<file path="src/design/pwmcalc_pkg.sv">
// ----------------------------------------------------------------------------
// pwmcalc_pkg
// Shared types and constants of the PWM period and duty calculator: stream
// layout, command and register codes, sequencer states and channel entry.
// ----------------------------------------------------------------------------
package pwmcalc_pkg;

    // default parameter values
    localparam int DEF_CLOCK_HZ     = 24000000;
    localparam int DEF_NUM_CHANNELS = 8;

    // field widths
    localparam int CMD_W   = 2;
    localparam int CHAN_W  = 3;
    localparam int VALUE_W = 16;
    localparam int CNT_W   = 16;

    // stream and configuration layout
    localparam int IN_DATA_W  = 24;
    localparam int IN_USER_W  = 2;
    localparam int OUT_DATA_W = 72;
    localparam int OUT_USER_W = 2;
    localparam int CFG_IDX_W  = 3;
    localparam int CFG_DATA_W = 8;

    // clamp limits and rounding constants
    localparam logic [CNT_W-1:0] LIM_NARROW = 16'h00FF;
    localparam logic [CNT_W-1:0] LIM_WIDE   = 16'hFFFF;
    localparam logic [31:0]      DUTY_HALF  = 32'd32767;
    localparam logic [16:0]      DUTY_DIV   = 17'd65535;

    // reset values of the configuration registers
    localparam logic [7:0] RST_ENABLE   = 8'hAA;
    localparam logic [7:0] RST_POLARITY = 8'hFF;
    localparam logic [7:0] RST_CLKSEL   = 8'h00;
    localparam logic [2:0] RST_PRESCALE = 3'd0;
    localparam logic [7:0] RST_SCALE    = 8'd1;

    typedef enum logic [CMD_W-1:0] {
        CMD_INIT  = 2'd0,
        CMD_FREQ  = 2'd1,
        CMD_RATIO = 2'd2,
        CMD_QUERY = 2'd3
    } cmd_t;

    typedef enum logic [CFG_IDX_W-1:0] {
        REG_ENABLE_MASK   = 3'd0,
        REG_POLARITY_MASK = 3'd1,
        REG_CLKSEL_MASK   = 3'd2,
        REG_PRESCALE_A    = 3'd3,
        REG_PRESCALE_B    = 3'd4,
        REG_SCALE_A       = 3'd5,
        REG_SCALE_B       = 3'd6
    } cfg_reg_t;

    typedef enum logic [3:0] {
        S_IDLE,
        S_LOAD,
        S_PRE,
        S_CLK,
        S_FREQ,
        S_FDIV,
        S_MUL,
        S_DUTY,
        S_QRY,
        S_QDIV,
        S_WB,
        S_OUT
    } state_t;

    // one channel's stored state
    typedef struct packed {
        logic [CNT_W-1:0] prescaler;
        logic [CNT_W-1:0] period;
        logic [CNT_W-1:0] ratio;
        logic             wide;
        logic [CNT_W-1:0] duty;
    } chan_entry_t;

endpackage

</file>
<file path="src/design/pwm_channel_period_duty_calculator_core.sv">
// ----------------------------------------------------------------------------
// pwm_channel_period_duty_calculator_core
// Per-channel PWM setting engine: prescaler and mode setup, period from
// frequency, rounded duty from ratio, and frequency and ratio readback.
// ----------------------------------------------------------------------------
//  channel | dir | handshake                   | payload
//  --------+-----+-----------------------------+---------------------------------
//  s_axis  | in  | s_axis_tvalid/s_axis_tready | tuser command, tdata chan/value
//  m_axis  | out | m_axis_tvalid/m_axis_tready | tuser flags, tdata result fields
//  cfg     | in  | cfg_valid/cfg_ready         | cfg_index, cfg_data
//
//  The shared divider, two quotient bits per cycle, is run up to three
//  times per item. Channel state sits in one RAM; per-entry valid bits
//  make untouched entries read as zero after reset, so no clearing pass
//  is needed. A finished beat waits in the output register while the
//  next item is accepted; the sequencer stalls in its last state only if
//  that register is still full.
// ----------------------------------------------------------------------------
module pwm_channel_period_duty_calculator_core #(
    parameter int CLOCK_HZ     = pwmcalc_pkg::DEF_CLOCK_HZ,
    parameter int NUM_CHANNELS = pwmcalc_pkg::DEF_NUM_CHANNELS
) (
    input  logic                               clk,
    input  logic                               rst_n,
    // command stream
    input  logic                               s_axis_tvalid,
    output logic                               s_axis_tready,
    // [2:0] channel, [18:3] value
    input  logic [pwmcalc_pkg::IN_DATA_W-1:0]  s_axis_tdata,
    // [1:0] command
    input  logic [pwmcalc_pkg::IN_USER_W-1:0]  s_axis_tuser,
    // result stream
    output logic                               m_axis_tvalid,
    input  logic                               m_axis_tready,
    // [2:0] reg_index, [18:3] period_value, [34:19] duty_value,
    // [35] port_level, [36] hires_flag, [52:37] frequency_read,
    // [68:53] ratio_read
    output logic [pwmcalc_pkg::OUT_DATA_W-1:0] m_axis_tdata,
    // [0] wide_write, [1] registers_written
    output logic [pwmcalc_pkg::OUT_USER_W-1:0] m_axis_tuser,
    // configuration writes
    input  logic                               cfg_valid,
    output logic                               cfg_ready,
    input  logic [pwmcalc_pkg::CFG_IDX_W-1:0]  cfg_index,
    input  logic [pwmcalc_pkg::CFG_DATA_W-1:0] cfg_data
);

    localparam int CLK_W   = $clog2(CLOCK_HZ + 1);
    localparam int DW      = CLK_W + (CLK_W % 2);
    localparam int CW      = (DW > 16) ? DW : 16;
    localparam int ADDR_W  = $clog2(NUM_CHANNELS);
    localparam int ENTRY_W = $bits(pwmcalc_pkg::chan_entry_t);

    // configuration registers
    logic [7:0] enable_reg;
    logic [7:0] polarity_reg;
    logic [7:0] clksel_reg;
    logic [2:0] prescale_a_reg;
    logic [2:0] prescale_b_reg;
    logic [7:0] scale_a_reg;
    logic [7:0] scale_b_reg;

    // sequencer
    pwmcalc_pkg::state_t state_reg;
    pwmcalc_pkg::state_t state_next;

    // item and working registers
    pwmcalc_pkg::cmd_t cmd_reg;
    logic [2:0]        ch_reg;
    logic [15:0]       val_reg;
    logic              oob_reg;
    logic [15:0]       pres_reg;
    logic [15:0]       period_reg;
    logic [15:0]       ratio_reg;
    logic              wide_reg;
    logic [15:0]       duty_reg;
    logic [CLK_W-1:0]  clk_reg;
    logic [31:0]       prod_reg;
    logic [15:0]       freq_reg;
    logic [NUM_CHANNELS-1:0] valid_reg;

    // output registers
    logic        m_valid_reg;
    logic [2:0]  o_index_reg;
    logic        o_wide_reg;
    logic [15:0] o_period_reg;
    logic [15:0] o_duty_reg;
    logic        o_written_reg;
    logic        o_port_reg;
    logic        o_hires_reg;
    logic [15:0] o_freq_reg;
    logic [15:0] o_ratio_reg;

    // handshakes and control
    logic in_accept;
    logic out_load;
    logic ram_re;
    logic ram_we;
    logic div_start;
    logic div_done;
    logic [DW-1:0] div_dividend;
    logic [15:0]   div_divisor;
    logic [DW-1:0] div_quot;

    // ram
    logic [ADDR_W-1:0]           idx;
    logic [ENTRY_W-1:0]          ram_rdata;
    pwmcalc_pkg::chan_entry_t    rd_entry;
    pwmcalc_pkg::chan_entry_t    wr_entry;

    // datapath helpers
    logic        en;
    logic        pol;
    logic        sel;
    logic        partner_en;
    logic        use_a;
    logic [2:0]  pre;
    logic [7:0]  scale_eff;
    logic [15:0] p_new;
    logic [15:0] p_use;
    logic [15:0] p_eff;
    logic [15:0] lim;
    logic        freq_direct;
    logic        freq_zero;
    logic [CW-1:0] q_ext;
    logic [15:0] period_clamped;
    logic [15:0] freq_clamped;
    logic [15:0] prod_hi;
    logic [15:0] prod_lo;
    logic [16:0] dsum;
    logic        round_up;
    logic        in_oob;

    assign in_accept = s_axis_tvalid && s_axis_tready;
    assign cfg_ready = 1'b1;
    assign idx       = ch_reg[ADDR_W-1:0];
    assign rd_entry  = pwmcalc_pkg::chan_entry_t'(ram_rdata);
    assign in_oob    = ({1'b0, s_axis_tdata[2:0]} >= 4'(NUM_CHANNELS));

    // configuration register writes
    always_ff @(posedge clk or negedge rst_n)
    begin
        if (!rst_n)
        begin
            enable_reg     <= pwmcalc_pkg::RST_ENABLE;
            polarity_reg   <= pwmcalc_pkg::RST_POLARITY;
            clksel_reg     <= pwmcalc_pkg::RST_CLKSEL;
            prescale_a_reg <= pwmcalc_pkg::RST_PRESCALE;
            prescale_b_reg <= pwmcalc_pkg::RST_PRESCALE;
            scale_a_reg    <= pwmcalc_pkg::RST_SCALE;
            scale_b_reg    <= pwmcalc_pkg::RST_SCALE;
        end
        else if (cfg_valid && cfg_ready)
        begin
            unique case (pwmcalc_pkg::cfg_reg_t'(cfg_index))
                pwmcalc_pkg::REG_ENABLE_MASK:   enable_reg     <= cfg_data;
                pwmcalc_pkg::REG_POLARITY_MASK: polarity_reg   <= cfg_data;
                pwmcalc_pkg::REG_CLKSEL_MASK:   clksel_reg     <= cfg_data;
                pwmcalc_pkg::REG_PRESCALE_A:    prescale_a_reg <= cfg_data[2:0];
                pwmcalc_pkg::REG_PRESCALE_B:    prescale_b_reg <= cfg_data[2:0];
                pwmcalc_pkg::REG_SCALE_A:       scale_a_reg    <= cfg_data;
                pwmcalc_pkg::REG_SCALE_B:       scale_b_reg    <= cfg_data;
                default:                        ;
            endcase
        end
    end

    // per-channel bits, prescaler and limits
    always_comb
    begin
        en         = enable_reg[ch_reg];
        pol        = polarity_reg[ch_reg];
        sel        = clksel_reg[ch_reg];
        partner_en = enable_reg[{ch_reg[2:1], 1'b0}];
        use_a      = ~ch_reg[1];
        pre        = use_a ? prescale_a_reg : prescale_b_reg;
        scale_eff  = use_a ? scale_a_reg : scale_b_reg;
        if (scale_eff == 8'd0)
        begin
            scale_eff = 8'd1;
        end
        if (sel)
        begin
            p_new = 16'(scale_eff) << ({1'b0, pre} + 4'd1);
        end
        else
        begin
            p_new = 16'd1 << pre;
        end
        p_use = (cmd_reg == pwmcalc_pkg::CMD_INIT) ? p_new : pres_reg;
        p_eff = (p_use == 16'd0) ? 16'd1 : p_use;
        lim   = wide_reg ? pwmcalc_pkg::LIM_WIDE : pwmcalc_pkg::LIM_NARROW;
    end

    // frequency decisions and quotient clamps
    always_comb
    begin
        freq_direct    = !en || (CW'(val_reg) > CW'(clk_reg));
        freq_zero      = (val_reg == 16'd0);
        q_ext          = CW'(div_quot);
        period_clamped = (q_ext > CW'(lim)) ? lim : q_ext[15:0];
        freq_clamped   = (q_ext > CW'(pwmcalc_pkg::LIM_WIDE)) ? pwmcalc_pkg::LIM_WIDE
                                                               : q_ext[15:0];
    end

    // rounded divide by 65535 of ratio * period + half
    always_comb
    begin
        prod_hi  = prod_reg[31:16];
        prod_lo  = prod_reg[15:0];
        dsum     = {1'b0, prod_hi} + {1'b0, prod_lo};
        round_up = (dsum >= pwmcalc_pkg::DUTY_DIV);
    end

    // next state
    always_comb
    begin
        state_next = state_reg;
        unique case (state_reg)
            pwmcalc_pkg::S_IDLE:
            begin
                if (in_accept)
                begin
                    state_next = in_oob ? pwmcalc_pkg::S_OUT : pwmcalc_pkg::S_LOAD;
                end
            end
            pwmcalc_pkg::S_LOAD: state_next = pwmcalc_pkg::S_PRE;
            pwmcalc_pkg::S_PRE:  state_next = pwmcalc_pkg::S_CLK;
            pwmcalc_pkg::S_CLK:
            begin
                if (div_done)
                begin
                    unique case (cmd_reg) inside
                        pwmcalc_pkg::CMD_INIT,
                        pwmcalc_pkg::CMD_FREQ:  state_next = pwmcalc_pkg::S_FREQ;
                        pwmcalc_pkg::CMD_RATIO: state_next = pwmcalc_pkg::S_MUL;
                        default:                state_next = pwmcalc_pkg::S_QRY;
                    endcase
                end
            end
            pwmcalc_pkg::S_FREQ:
            begin
                if (freq_direct || freq_zero)
                begin
                    state_next = pwmcalc_pkg::S_MUL;
                end
                else
                begin
                    state_next = pwmcalc_pkg::S_FDIV;
                end
            end
            pwmcalc_pkg::S_FDIV:
            begin
                if (div_done)
                begin
                    state_next = pwmcalc_pkg::S_MUL;
                end
            end
            pwmcalc_pkg::S_MUL:  state_next = pwmcalc_pkg::S_DUTY;
            pwmcalc_pkg::S_DUTY: state_next = pwmcalc_pkg::S_QRY;
            pwmcalc_pkg::S_QRY:
            begin
                if (!en || period_reg == 16'd0)
                begin
                    state_next = pwmcalc_pkg::S_WB;
                end
                else
                begin
                    state_next = pwmcalc_pkg::S_QDIV;
                end
            end
            pwmcalc_pkg::S_QDIV:
            begin
                if (div_done)
                begin
                    state_next = pwmcalc_pkg::S_WB;
                end
            end
            pwmcalc_pkg::S_WB:   state_next = pwmcalc_pkg::S_OUT;
            pwmcalc_pkg::S_OUT:
            begin
                if (out_load)
                begin
                    state_next = pwmcalc_pkg::S_IDLE;
                end
            end
            default:             state_next = pwmcalc_pkg::S_IDLE;
        endcase
    end

    // sequencer outputs
    always_comb
    begin
        s_axis_tready = 1'b0;
        ram_re        = 1'b0;
        ram_we        = 1'b0;
        div_start     = 1'b0;
        div_dividend  = DW'(clk_reg);
        div_divisor   = period_reg;
        out_load      = 1'b0;
        unique case (state_reg)
            pwmcalc_pkg::S_IDLE:
            begin
                s_axis_tready = 1'b1;
                ram_re        = in_accept;
            end
            pwmcalc_pkg::S_PRE:
            begin
                div_start    = 1'b1;
                div_dividend = DW'(CLOCK_HZ);
                div_divisor  = p_eff;
            end
            pwmcalc_pkg::S_FREQ:
            begin
                div_start   = !(freq_direct || freq_zero);
                div_divisor = val_reg;
            end
            pwmcalc_pkg::S_QRY:
            begin
                div_start = en && (period_reg != 16'd0);
            end
            pwmcalc_pkg::S_WB:
            begin
                ram_we = 1'b1;
            end
            pwmcalc_pkg::S_OUT:
            begin
                out_load = !m_valid_reg || m_axis_tready;
            end
            default:
            begin
            end
        endcase
    end

    // state and valid bits
    always_ff @(posedge clk or negedge rst_n)
    begin
        if (!rst_n)
        begin
            state_reg <= pwmcalc_pkg::S_IDLE;
            valid_reg <= '0;
        end
        else
        begin
            state_reg <= state_next;
            if (ram_we)
            begin
                valid_reg[idx] <= 1'b1;
            end
        end
    end

    // working registers, read-modify-write of one channel entry
    always_ff @(posedge clk)
    begin
        unique case (state_reg)
            pwmcalc_pkg::S_IDLE:
            begin
                if (in_accept)
                begin
                    cmd_reg <= pwmcalc_pkg::cmd_t'(s_axis_tuser);
                    ch_reg  <= s_axis_tdata[2:0];
                    val_reg <= s_axis_tdata[18:3];
                    oob_reg <= in_oob;
                end
            end
            pwmcalc_pkg::S_LOAD:
            begin
                if (valid_reg[idx])
                begin
                    pres_reg   <= rd_entry.prescaler;
                    period_reg <= rd_entry.period;
                    ratio_reg  <= rd_entry.ratio;
                    wide_reg   <= rd_entry.wide;
                    duty_reg   <= rd_entry.duty;
                end
                else
                begin
                    pres_reg   <= '0;
                    period_reg <= '0;
                    ratio_reg  <= '0;
                    wide_reg   <= 1'b0;
                    duty_reg   <= '0;
                end
            end
            pwmcalc_pkg::S_PRE:
            begin
                if (cmd_reg == pwmcalc_pkg::CMD_INIT)
                begin
                    pres_reg <= p_new;
                    wide_reg <= ch_reg[0] && !partner_en;
                end
            end
            pwmcalc_pkg::S_CLK:
            begin
                if (div_done)
                begin
                    clk_reg <= div_quot[CLK_W-1:0];
                    if (cmd_reg == pwmcalc_pkg::CMD_RATIO)
                    begin
                        ratio_reg <= val_reg;
                    end
                end
            end
            pwmcalc_pkg::S_FREQ:
            begin
                if (freq_direct)
                begin
                    period_reg <= 16'd1;
                end
                else if (freq_zero)
                begin
                    period_reg <= lim;
                end
            end
            pwmcalc_pkg::S_FDIV:
            begin
                if (div_done)
                begin
                    period_reg <= period_clamped;
                end
            end
            pwmcalc_pkg::S_MUL:
            begin
                prod_reg <= 32'(ratio_reg) * 32'(period_reg) + pwmcalc_pkg::DUTY_HALF;
            end
            pwmcalc_pkg::S_DUTY:
            begin
                duty_reg <= prod_hi + {15'd0, round_up};
            end
            pwmcalc_pkg::S_QRY:
            begin
                if (!en)
                begin
                    freq_reg <= 16'd0;
                end
                else if (period_reg == 16'd0)
                begin
                    freq_reg <= pwmcalc_pkg::LIM_WIDE;
                end
            end
            pwmcalc_pkg::S_QDIV:
            begin
                if (div_done)
                begin
                    freq_reg <= freq_clamped;
                end
            end
            default:
            begin
            end
        endcase
    end

    // write-back entry
    always_comb
    begin
        wr_entry.prescaler = pres_reg;
        wr_entry.period    = period_reg;
        wr_entry.ratio     = ratio_reg;
        wr_entry.wide      = wide_reg;
        wr_entry.duty      = duty_reg;
    end

    pwmcalc_ram #(
        .WIDTH (ENTRY_W),
        .DEPTH (NUM_CHANNELS)
    ) u_ram (
        .clk   (clk),
        .we    (ram_we),
        .waddr (idx),
        .wdata (wr_entry),
        .re    (ram_re),
        .raddr (s_axis_tdata[ADDR_W-1:0]),
        .rdata (ram_rdata)
    );

    pwmcalc_div #(
        .DW (DW)
    ) u_div (
        .clk      (clk),
        .rst_n    (rst_n),
        .start    (div_start),
        .dividend (div_dividend),
        .divisor  (div_divisor),
        .done     (div_done),
        .quotient (div_quot)
    );

    // output beat valid
    always_ff @(posedge clk or negedge rst_n)
    begin
        if (!rst_n)
        begin
            m_valid_reg <= 1'b0;
        end
        else if (out_load)
        begin
            m_valid_reg <= 1'b1;
        end
        else if (m_axis_tready)
        begin
            m_valid_reg <= 1'b0;
        end
    end

    // output beat payload
    always_ff @(posedge clk)
    begin
        if (out_load)
        begin
            o_index_reg   <= '0;
            o_wide_reg    <= 1'b0;
            o_period_reg  <= '0;
            o_duty_reg    <= '0;
            o_written_reg <= 1'b0;
            o_port_reg    <= 1'b0;
            o_hires_reg   <= 1'b0;
            o_freq_reg    <= '0;
            o_ratio_reg   <= '0;
            if (!oob_reg)
            begin
                o_hires_reg <= wide_reg;
                o_freq_reg  <= freq_reg;
                o_ratio_reg <= ratio_reg;
                if (cmd_reg != pwmcalc_pkg::CMD_QUERY)
                begin
                    if (en)
                    begin
                        o_index_reg   <= wide_reg ? ch_reg - 3'd1 : ch_reg;
                        o_wide_reg    <= wide_reg;
                        o_period_reg  <= period_reg;
                        o_duty_reg    <= wide_reg ? duty_reg : {8'd0, duty_reg[7:0]};
                        o_written_reg <= 1'b1;
                    end
                    else
                    begin
                        o_port_reg <= (duty_reg != 16'd0) && pol;
                    end
                end
            end
        end
    end

    assign m_axis_tvalid = m_valid_reg;
    assign m_axis_tdata  = {3'd0, o_ratio_reg, o_freq_reg, o_hires_reg, o_port_reg,
                            o_duty_reg, o_period_reg, o_index_reg};
    assign m_axis_tuser  = {o_written_reg, o_wide_reg};

endmodule

</file>
<file path="src/design/pwmcalc_ram.sv">
// ----------------------------------------------------------------------------
// pwmcalc_ram
// Generic single-write, single-read synchronous RAM with registered read.
// ----------------------------------------------------------------------------
module pwmcalc_ram #(
    parameter int WIDTH = 8,
    parameter int DEPTH = 8
) (
    input  logic                     clk,
    input  logic                     we,
    input  logic [$clog2(DEPTH)-1:0] waddr,
    input  logic [WIDTH-1:0]         wdata,
    input  logic                     re,
    input  logic [$clog2(DEPTH)-1:0] raddr,
    output logic [WIDTH-1:0]         rdata
);

    logic [WIDTH-1:0] mem_reg [DEPTH];
    logic [WIDTH-1:0] rdata_reg;

    // write port
    always_ff @(posedge clk)
    begin
        if (we)
        begin
            mem_reg[waddr] <= wdata;
        end
    end

    // registered read port
    always_ff @(posedge clk)
    begin
        if (re)
        begin
            rdata_reg <= mem_reg[raddr];
        end
    end

    assign rdata = rdata_reg;

endmodule

</file>
<file path="src/design/pwmcalc_div.sv">
// ----------------------------------------------------------------------------
// pwmcalc_div
// Restoring unsigned divider, two quotient bits per cycle, 16-bit divisor.
// ----------------------------------------------------------------------------
module pwmcalc_div #(
    parameter int DW = 26
) (
    input  logic          clk,
    input  logic          rst_n,
    input  logic          start,
    input  logic [DW-1:0] dividend,
    input  logic [15:0]   divisor,
    output logic          done,
    output logic [DW-1:0] quotient
);

    localparam int STEPS = DW / 2;
    localparam int STEP_W = $clog2(STEPS + 1);

    logic              busy_reg;
    logic              done_reg;
    logic [STEP_W-1:0] cnt_reg;
    logic [DW-1:0]     dd_reg;
    logic [15:0]       rem_reg;
    logic [15:0]       dsr_reg;

    logic [16:0]       r1;
    logic [16:0]       r2;
    logic              ge1;
    logic              ge2;
    logic [15:0]       rem1;
    logic [15:0]       rem2;
    logic [DW-1:0]     dd_next;

    // two restoring steps
    always_comb
    begin
        r1      = {rem_reg, dd_reg[DW-1]};
        ge1     = (r1 >= {1'b0, dsr_reg});
        rem1    = ge1 ? 16'(r1 - {1'b0, dsr_reg}) : r1[15:0];
        r2      = {rem1, dd_reg[DW-2]};
        ge2     = (r2 >= {1'b0, dsr_reg});
        rem2    = ge2 ? 16'(r2 - {1'b0, dsr_reg}) : r2[15:0];
        dd_next = {dd_reg[DW-3:0], ge1, ge2};
    end

    // step control
    always_ff @(posedge clk or negedge rst_n)
    begin
        if (!rst_n)
        begin
            busy_reg <= 1'b0;
            done_reg <= 1'b0;
            cnt_reg  <= '0;
        end
        else
        begin
            done_reg <= 1'b0;
            if (start)
            begin
                busy_reg <= 1'b1;
                cnt_reg  <= STEP_W'(STEPS);
            end
            else if (busy_reg)
            begin
                cnt_reg <= cnt_reg - 1'b1;
                if (cnt_reg == STEP_W'(1))
                begin
                    busy_reg <= 1'b0;
                    done_reg <= 1'b1;
                end
            end
        end
    end

    // operand and partial remainder
    always_ff @(posedge clk)
    begin
        if (start)
        begin
            dd_reg  <= dividend;
            rem_reg <= '0;
            dsr_reg <= divisor;
        end
        else if (busy_reg)
        begin
            dd_reg  <= dd_next;
            rem_reg <= rem2;
        end
    end

    assign done     = done_reg;
    assign quotient = dd_reg;

endmodule

</file>
<file path="config.mk">
export PLATFORM = sky130hd
export DESIGN_NAME = pwm_channel_period_duty_calculator_core
export DESIGN_NICKNAME = d
export VERILOG_FILES = /design/src/design/pwmcalc_pkg.sv /design/src/design/pwm_channel_period_duty_calculator_core.sv /design/src/design/pwmcalc_ram.sv /design/src/design/pwmcalc_div.sv
export SDC_FILE = /design/constraint.sdc
export NUM_CORES = 2
export LEC_CHECK = 0
export BUFFER_PORTS_ARGS = -buffer_cell sky130_fd_sc_hd__buf_2
export CAP_MARGIN = 0
export CORE_MARGIN = 3
export CORE_UTILIZATION = 57
export DETAILED_ROUTE_END_ITERATION = 12
export PLACE_DENSITY = 0.87
export SLEW_MARGIN = 10
export SYNTH_ARGS = -nofsm -noshare
export SYNTH_HDL_FRONTEND = slang
export SYNTH_HIERARCHICAL = 1
export SYNTH_SLANG_ARGS = --single-unit
</file>
<file path="constraint.sdc">
create_clock -name clk -period 6.72 [get_ports clk]
set_clock_uncertainty 0.2 [all_clocks]
set_input_delay 0.336 -clock clk [delete_from_list [all_inputs] [get_ports clk]]
set_output_delay 0.336 -clock clk [all_outputs]
set_load 0.01 [all_outputs]
</file>
==> impl_metrics.ini <==
[synthesis]
synth-edff-count = 857
yosysUniqueCellTypes = 89
ys.flop_type = edfxtp_1
synthCells = 3442
syn-cell-area_mm2 = 0.04871
async_reset_ff_frac = 0.06930
ys_seq_area_frac = 0.5686
synth_warnings = 6
syn_avg_cell_area_um2 = 14.15
synth-seq-cells = 938

[final_layout]
nNetsFinal = 4131
largest_reg_flops = 520
area_growth_pct = 13.01
mostFrequentLayoutCell = edfxtp_1
instances_no_fill = 4907
postLayoutCellArea_mm2 = 0.05505
fillCellCount = 5358
drive_gt1_frac = 0.2156
most-common-layout-cells = edfxtp_1, nand2_1, inv_1

[worst_hold_path]
hold_end = m_axis_tvalid$_DFFE_PN0P_
worstHoldPathType = input pin to register
worstHoldStart = m_axis_tready
whs_path_depth = 3

[die]
core-area_mm2 = 0.08422
dieHeight_um = 298.3
row_count = 106
start_util = 0.5784
pin_count = 119
dieArea_mm2 = 0.08901
die_x_um = 298.3

[clock_network]
numCtsBuffers = 91
htreeDepth = 3
clockBufferDepth = 3
clk_pin_slew_ps = 70
worstSkewPairLatency_ps = 670
cts_tree = done
clock-sinks = 938
cts_root_buf = clkbuf_16

[setup_path]
rr_worst_depth = 24
arrival_ps = 6890
r2r_slack_ps = 40
critPathRequiredTime_ps = 6930
crit_family = adder cells
startpoint_type = register
max_stage_delay_ps = 620
critPathSlowestCell = fa_1
r2r_end = prod_reg[30]$_DFFE_PP_
timing.critical_path.mode_cell = fa_1
cp_max_fo = 7
crit_path_end_kind = register
crit_type = register to register
r2r_start = period_reg[6]$_DFFE_PP_
worst-path-buf-inv = 8
worstPathCellList = buf_6 -> buf_6 -> and2_1 -> fa_1 -> inv_2 -> fa_1 -> inv_2 -> ha_4 -> fa_1 -> fa_1 -> inv_1 -> fa_1 -> inv_2 -> ha_4 -> buf_4 -> a21oi_2 -> nor2b_1 -> a311o_1 -> a211oi_2 -> buf_4 -> o41a_1 -> o21ai_0 -> or3_1 -> and4b_1

[sta]
post-route-period-util = 0.9946
period_minus_slack_ps = 6684
whs_ps = 38.97
fin_setup_tns_ps = 0
rsz0062_at_grt = true
fmax_mhz = 149.6
worst_slew_pin_slew_ps = 1347
hold_viol = 0
report.final.slew_viol_count = 0
slew_headroom = 0.09884
setup_viol_count_final = 0

[grt]
gr-total-overflow = 0
grt_pass1_wl_um = 197700
grt_usage = 0.2951
grt_max_degree = 75
grt_pass1_vias = 32559
antenna_found_initial = 6

[detailed_routing]
dr.pass1.iters = 6
first_iter_violations = 4341
vias_per_cell = 6.484
ant_nets = 0
vias = 31818
wire_per_inst_um = 27.17
drcViolationCount = 0
routed_wl_um = 133300

[outcome]
status = finished, final reports clean

[placement]
portBuffers = 109
place_congestion = 0.9514
dp_hpwl_um = 82350
dpl_cell_area_mm2 = 0.05127
placed_cells = 4684

[run]
maxCapViolations = 0
==> cell families (layout without fill, tap and decap cells) <==
| kind of cell | Yosys count | after routing | share of synthesized area |
|---|---|---|---|
| DFF | 938 | 938 | 0.5686 |
| xor gates and xnor gates | 79 | 79 | 0.01436 |
| AOI/OAI and AO/OA | 410 | 410 | 0.05586 |
| muxes | 325 | 325 | 0.1061 |
| buffers and inverters | 452 | 777 | 0.03794 |
| adders and majority gates | 390 | 390 | 0.1327 |
| and+or+nand+nor | 846 | 846 | 0.08435 |
| other | 2 | 8 | 0.0001542 |
==> Yosys cell counts (8+ instances only) <==
master | count | share of area
a211oi_1 | 22 | 0.0034
a21oi_1 | 88 | 0.0090
o21a_1 | 13 | 0.0020
nor2b_1 | 19 | 0.0024
and3_1 | 48 | 0.0062
dfstp_2 | 14 | 0.0076
a21o_1 | 44 | 0.0068
xor2_1 | 27 | 0.0049
nand3_1 | 31 | 0.0032
clkbuf_1 | 115 | 0.0089
o22ai_1 | 13 | 0.0017
a22oi_1 | 8 | 0.0012
buf_6 | 12 | 0.0028
nand3b_1 | 13 | 0.0020
nor3_1 | 31 | 0.0032
mux4_2 | 137 | 0.063
ha_1 | 179 | 0.046
inv_1 | 289 | 0.022
buf_2 | 12 | 0.0012
nor4_1 | 25 | 0.0032
xnor2_1 | 51 | 0.0092
a221o_1 | 12 | 0.0025
buf_1 | 13 | 0.0010
and2_1 | 130 | 0.017
buf_4 | 8 | 0.0012
fa_1 | 211 | 0.087
dfxtp_1 | 16 | 0.0066
o21bai_1 | 13 | 0.0020
nor2_1 | 151 | 0.012
mux2_2 | 149 | 0.034
dfrtp_1 | 51 | 0.026
mux2i_1 | 38 | 0.0078
nand4_1 | 22 | 0.0028
nand2_1 | 318 | 0.025
a31oi_1 | 14 | 0.0018
edfxtp_1 | 857 | 0.53
o21ai_0 | 106 | 0.011
nand2b_1 | 29 | 0.0037
==> worst reg2reg max path, stage by stage, from the launching register on <==
cell	delay (ps)
edfxtp_1	460
buf_6	160
buf_6	120
and2_1	190
fa_1	620
inv_2	60
fa_1	520
inv_2	60
ha_4	230
fa_1	480
fa_1	550
inv_1	80
fa_1	540
inv_2	60
ha_4	240
buf_4	150
a21oi_2	120
nor2b_1	50
a311o_1	310
a211oi_2	270
buf_4	160
o41a_1	160
o21ai_0	110
or3_1	360
and4b_1	170
==> worst max-delay path by stage <==
stage | end | from | cells after the start
floorplan | prod_reg[31]$_DFFE_PP_ | period_reg[12]$_DFFE_PP_ | 22
global placement | prod_reg[31]$_DFFE_PP_ | period_reg[6]$_DFFE_PP_ | 23
detailed placement | prod_reg[31]$_DFFE_PP_ | period_reg[6]$_DFFE_PP_ | 23
CTS | prod_reg[20]$_DFFE_PP_ | ratio_reg[3]$_DFFE_PP_ | 22
global route | prod_reg[20]$_DFFE_PP_ | period_reg[6]$_DFFE_PP_ | 23
finish | prod_reg[30]$_DFFE_PP_ | period_reg[6]$_DFFE_PP_ | 24
==> routing by layer <==
layer	track usage	vias to the layer above	routed length (µm)
met5	0	-	33
met4	0.1647	4	8796
met3	0.08151	675	16570
met2	0.4792	2455	64010
met1	0.3599	15652	43930
li1	-	13032	-
==> what timing repair did <==
item                                    in CTS  in global routing
gates resized for setup                      7                 62
endpoints found under the setup margin       6                  8
hold endpoints to repair                   121                  0
hold buffers                                32                  0
buffers inserted                            10                 17
cloned                                       0                  0
pin swaps                                    7                 50
==> metrics by stage <==
stage | utilization | setup slack [ps]
floorplan | - | 34.37
global placement | 0.6087 | -117.9
detailed placement | 0.6087 | -250.7
CTS | 0.6492 | 1.072
global route | 0.6536 | -139.5
finish | 0.6537 | 36.45
==> area by class of cell <==
cell class / count / area [µm²] / area share
clock buffers: 104 / 2356 / 0.04280
well taps: 1134 / 1419 / 0.02577
flip-flops and latches: 938 / 27700 / 0.5031
multi-input cells: 2055 / 19540 / 0.3549
repair buffers: 322 / 2307 / 0.04191
inverters: 291 / 1092 / 0.01984
clock inverters: 60 / 630.6 / 0.01145
diodes: 3 / 7.507 / 0.0001364
Power is not shown: default switching activity piles up to over one toggle a cycle in this logic, so the estimate is an artifact.
